## src/rtl/core/e2q_pkg.sv

```systemverilog
// Package: widths, CORDIC constants and shared types for the Euler to quaternion block.
package e2q_pkg;

    localparam int ANGLE_BITS    = 16;
    localparam int FRACTION_BITS = 15;
    localparam int CORDIC_STEPS  = 16;
    localparam int INNER_BITS    = 31;
    // CORDIC datapath width: Q.31 with headroom for gain growth
    localparam int CW            = 34;
    // residual angle width, units where 2^32 = pi
    localparam int ZW            = 35;
    localparam int OUT_W         = FRACTION_BITS + 1;

    localparam logic signed [CW-1:0] GAIN_Q31 = 34'sd1304065748;

    typedef logic signed [CW-1:0] cval_t;
    typedef logic signed [ZW-1:0] zval_t;

    typedef struct packed {
        cval_t c;
        cval_t s;
    } cs_t;

    typedef struct packed {
        logic signed [ANGLE_BITS-1:0] roll_angle;
        logic signed [ANGLE_BITS-1:0] pitch_angle;
        logic signed [ANGLE_BITS-1:0] yaw_angle;
    } angles_t;

    typedef struct packed {
        logic signed [OUT_W-1:0] quat_w;
        logic signed [OUT_W-1:0] quat_x;
        logic signed [OUT_W-1:0] quat_y;
        logic signed [OUT_W-1:0] quat_z;
    } quat_t;

    // arctangent of 2^-i, units where 2^32 = pi
    function automatic zval_t atan_step(input int i);
        logic [31:0] t;
        begin
            case (i)
                0:  t = 32'h20000000;  1:  t = 32'h12E4051E;
                2:  t = 32'h09FB385B;  3:  t = 32'h051111D4;
                4:  t = 32'h028B0D43;  5:  t = 32'h0145D7E1;
                6:  t = 32'h00A2F61E;  7:  t = 32'h00517C55;
                8:  t = 32'h0028BE53;  9:  t = 32'h00145F2F;
                10: t = 32'h000A2F98;  11: t = 32'h000517CC;
                12: t = 32'h00028BE6;  13: t = 32'h000145F3;
                14: t = 32'h0000A2FA;  15: t = 32'h0000517D;
                16: t = 32'h000028BE;  17: t = 32'h0000145F;
                18: t = 32'h00000A30;  19: t = 32'h00000518;
                20: t = 32'h0000028C;  21: t = 32'h00000146;
                22: t = 32'h000000A3;  23: t = 32'h00000051;
                24: t = 32'h00000029;  25: t = 32'h00000014;
                26: t = 32'h0000000A;  27: t = 32'h00000005;
                28: t = 32'h00000003;  29: t = 32'h00000001;
                30: t = 32'h00000001;
                default: t = 32'h00000000;
            endcase
            atan_step = zval_t'({t, 1'b0});
        end
    endfunction

endpackage

```

## src/rtl/core/e2q_cordic.sv

```systemverilog
// Module: one pipelined CORDIC step array giving cosine and sine of a half angle.
module e2q_cordic
(
    input  logic                                   clk,
    input  logic                                   en,
    input  logic signed [e2q_pkg::ANGLE_BITS-1:0]  angle,
    output e2q_pkg::cs_t                           result
);
    localparam int N = e2q_pkg::CORDIC_STEPS;

    e2q_pkg::cval_t x_reg [N+1];
    e2q_pkg::cval_t y_reg [N+1];
    e2q_pkg::zval_t z_reg [N+1];

    // load the half angle: angle * 2^(32-ANGLE_BITS)
    always_ff @(posedge clk)
    begin
        if (en)
        begin
            x_reg[0] <= e2q_pkg::GAIN_Q31;
            y_reg[0] <= '0;
            z_reg[0] <= e2q_pkg::zval_t'(angle) <<< (32 - e2q_pkg::ANGLE_BITS);
        end
    end

    // one rotation per stage
    for (genvar i = 0; i < N; i++)
    begin : g_step
        always_ff @(posedge clk)
        begin
            if (en)
            begin
                if (!z_reg[i][e2q_pkg::ZW-1])
                begin
                    x_reg[i+1] <= x_reg[i] - (y_reg[i] >>> i);
                    y_reg[i+1] <= y_reg[i] + (x_reg[i] >>> i);
                    z_reg[i+1] <= z_reg[i] - e2q_pkg::atan_step(i);
                end
                else
                begin
                    x_reg[i+1] <= x_reg[i] + (y_reg[i] >>> i);
                    y_reg[i+1] <= y_reg[i] - (x_reg[i] >>> i);
                    z_reg[i+1] <= z_reg[i] + e2q_pkg::atan_step(i);
                end
            end
        end
    end

    assign result.c = x_reg[N];
    assign result.s = y_reg[N];
endmodule

```

## config.mk

```make
export PLATFORM = sky130hd
export DESIGN_NAME = e2q_cordic
export DESIGN_NICKNAME = d
export VERILOG_FILES = /design/src/rtl/core/e2q_pkg.sv /design/src/rtl/core/e2q_cordic.sv
export SDC_FILE = /design/constraint.sdc
export NUM_CORES = 2
export LEC_CHECK = 0
export ABC_AREA = 0
export BUFFER_PORTS_ARGS = -buffer_cell sky130_fd_sc_hd__buf_2
export CORE_UTILIZATION = 40
export CTS_CLUSTER_DIAMETER = 200
export DETAILED_ROUTE_END_ITERATION = 6
export PLACE_DENSITY = 0.58
export SYNTH_ARGS = -nofsm -noshare
export SYNTH_HDL_FRONTEND = slang
export SYNTH_SLANG_ARGS = --single-unit
```

## constraint.sdc

```tcl
create_clock -name clk -period 7.12 [get_ports clk]
set_input_delay 0.356 -clock clk [delete_from_list [all_inputs] [get_ports clk]]
set_output_delay 0.356 -clock clk [all_outputs]
set_load 0.01 [all_outputs]
```

==> results.toml <==
[status]
status = "finished clean"

[synthesis]
synth_flop_cell = "edfxtp_1"
synth_edf_count = 1445
syn_inst = 12400
ys_top_cells_by_area = "edfxtp_1 36%, ha_1 14%, xnor2_1 8.6%"
synth_top_cell_by_area = "edfxtp_1"
synth.net_count = 13900
synthTopCellsByCount = "1445 x edfxtp_1, 1372 x ha_1, 1224 x a21oi_1"
async_flop_share_pct = 0
avgSynthCellArea_sq_um = 9.70
synth-seq-cells = 1445
synth_top_cell_area_share_pct = 36.0
yosysUniqueCellTypes = 90
yosysSeqAreaShare_pct = 36.0
post-synth-top-count-cell = "edfxtp_1"
yosys_warnings = 0
syn_area_sq_um = 121000

[cts]
cts_inserted_buffers = 180
cts_root_buf = "clkbuf_16"
h-tree-depth = 4
clkTransAtPathRegs_ns = 0.06
cts.sinks = 1445
cts_tree = "yes"
cts_resized = 0
ctsHoldBuffers = 17
cts_max_path_buffers = 4
cts_setup_buffers = 0
insertion_delay_ns = 0.88

[die]
placementRows = 201
fp.dieW_um = 551
die-area_sq_um = 304000
num_io_pins = 86
die_h_um = 551
core_area_sq_um = 300000
initial_utilization_pct = 40.2

[timing]
finalSetupViolations = 0
max_freq_mhz = 171
fin_crit_sh_pct = 82.2
maxSlewHeadroom_pct = 23.0
period_minus_slack_ns = 5.85
finalMaxSlewViolations = 0
worstMarginPinSlew_ns = 1.14
fin_setup_tns_ns = 0
clock_skew_ns = 0.0666
rsz0062_at_grt = "false"
hold_viol = 0

[place]
placedInstanceArea_sq_um = 126000
port_buffers = 85
globalplace.congestion = 0.915
dp_hpwl_um = 241000

[routing]
dr.pass1.iters = 6
postRouteAntennaNets = 0
wl_met2_um = 145000
drc_errors = 0
wl_per_cell_um = 18.2
routed_wl_um = 304000
vias_per_cell = 5.48
met1_length_um = 137000
vias = 91600
drt_first_iter_violations = 5724
route.met3.wl_um = 11200
highest_layer = "met5"

[layout]
finalInstanceArea_sq_um = 132000
area_delta_synth_final_pct = 9.40
n_fill_cell = 28900
fin_nets = 14000
largest_register_ffs = 509
drive_above_1_share_pct = 4.64

[setup_path]
crit_arrival_ns = 6.48
worst-path-max-fanout = 6
path_cells = "nor4_1, nand2b_1, or2_2, nor2_1, or4b_1, or4b_2, or2_2, o21ai_0, xnor2_1, ha_1, nand3_1, nor4_1, a21oi_1, o31ai_1, and3_1, a41oi_1, o21bai_1, xnor2_1"
crit_path_end_kind = "register"
path_buf_inv = 0
critPathRequiredTime_ns = 7.75
cp.depth = 18
start_kind = "register"
worstSetupPathType = "reg -> reg"
reg2reg_slack_ns = 1.27
crit_slowest_cell = "or4b_2"
slowest_delay_ns = 0.72
reg2reg_depth = 18
cp_top_family = "simple AND/OR/NAND/NOR gates"

[grt]
grt_max_degree = 157
grt_pass1_vias = 87600
grt_pass1_wl_um = 483000
grt.total_usage_pct = 19.6
grt_antenna_before_repair = 4
overflow = 0

[job]
drv_cap = 0

[min_path]
min_path_cells = 2
hold_path_class = "in -> reg"
worst register-to-register path, delay by kind of cell, from the launching register on:
family	cells	cell delay (ns)
AOI/OAI and AO/OA	5	1.06
and+or+nand+nor	10	3.51
xor gates and xnor gates	2	0.17
adders and majority gates	1	0.37
DFF	1	0.49
worst paths after layout:
path                                   start      endpoint
worst max-delay path             y_reg[5][8]  x_reg[6][33]
worst min-delay path                angle[0]  z_reg[0][16]
worst max register to register   y_reg[5][8]  x_reg[6][33]
worst min register to register  z_reg[10][2]  z_reg[11][2]
routing by layer:
layer / global-route usage, % / vias to the layer above
met5: 0 / -
met4: 7.03 / 6
met3: 2.15 / 511
met2: 34.3 / 1703
met1: 24.9 / 42600
li1: - / 46700
cell families (layout without fill, tap and decap cells):
family          after synthesis  after routing  synth area share (%)
compound gates             3809           3809                  20.0
xor+xnor                   1817           1817                  13.2
fa+ha+maj                  1413           1413                  14.9
buf+inv                     689            996                  2.15
flops                      1445           1445                  36.0
mux                         111            111                 0.972
other cells                   0              1                     0
simple gates               3160           3160                  12.8
cell usage in the layout, fill, tap and decap left out, types with 62 or more instances in the layout:
cell type,netlist,routed
o21bai_1,158,158
o211ai_1,87,87
inv_1,483,482
nand3_1,215,215
nor4_1,81,81
edfxtp_1,1445,1445
buf_4,0,74
a211oi_1,106,106
nor2b_1,191,191
and3_1,132,132
buf_2,1,84
nand2b_1,241,241
o21ai_0,736,736
o31ai_1,139,139
a31oi_1,103,103
xnor2_1,1190,1190
o21a_1,192,192
a21oi_1,1224,1224
or3_1,103,103
nor2_1,928,928
nor3_1,293,293
clkbuf_16,0,185
mux2i_1,62,62
a21o_1,633,633
nand4_1,82,82
nand2_1,656,644
ha_1,1372,1372
xor2_1,626,626
area by class of cell:
| class | count | area [sq um] | area share (%) |
|---|---|---|---|
| clock buffer | 208 | 4720 | 3.57 |
| clock inverter | 118 | 1160 | 0.881 |
| antenna | 1 | 2.50 | 0.00190 |
| timing repair buffer | 179 | 1230 | 0.929 |
| sequential | 1445 | 43400 | 32.9 |
| multi-input combinational | 10300 | 74700 | 56.6 |
| inverter | 491 | 1840 | 1.40 |
| tap | 3958 | 4950 | 3.75 |
stage by stage:
step	utilization [%]	hold slack, ns	std cells	worst slack, ns
2_1_floorplan	-	0.400	12400	1.93
3_3_place_gp	42.0	0.403	16400	1.35
3_5_place_dp	42.0	0.405	16400	1.29
4_1_cts	44.0	0.103	16700	1.42
5_1_grt	44.0	0.149	16700	0.933
6_report	44.0	0.185	16700	1.27
Power is not shown: default switching activity piles up to over one toggle a cycle in this logic, so the estimate is an artifact.
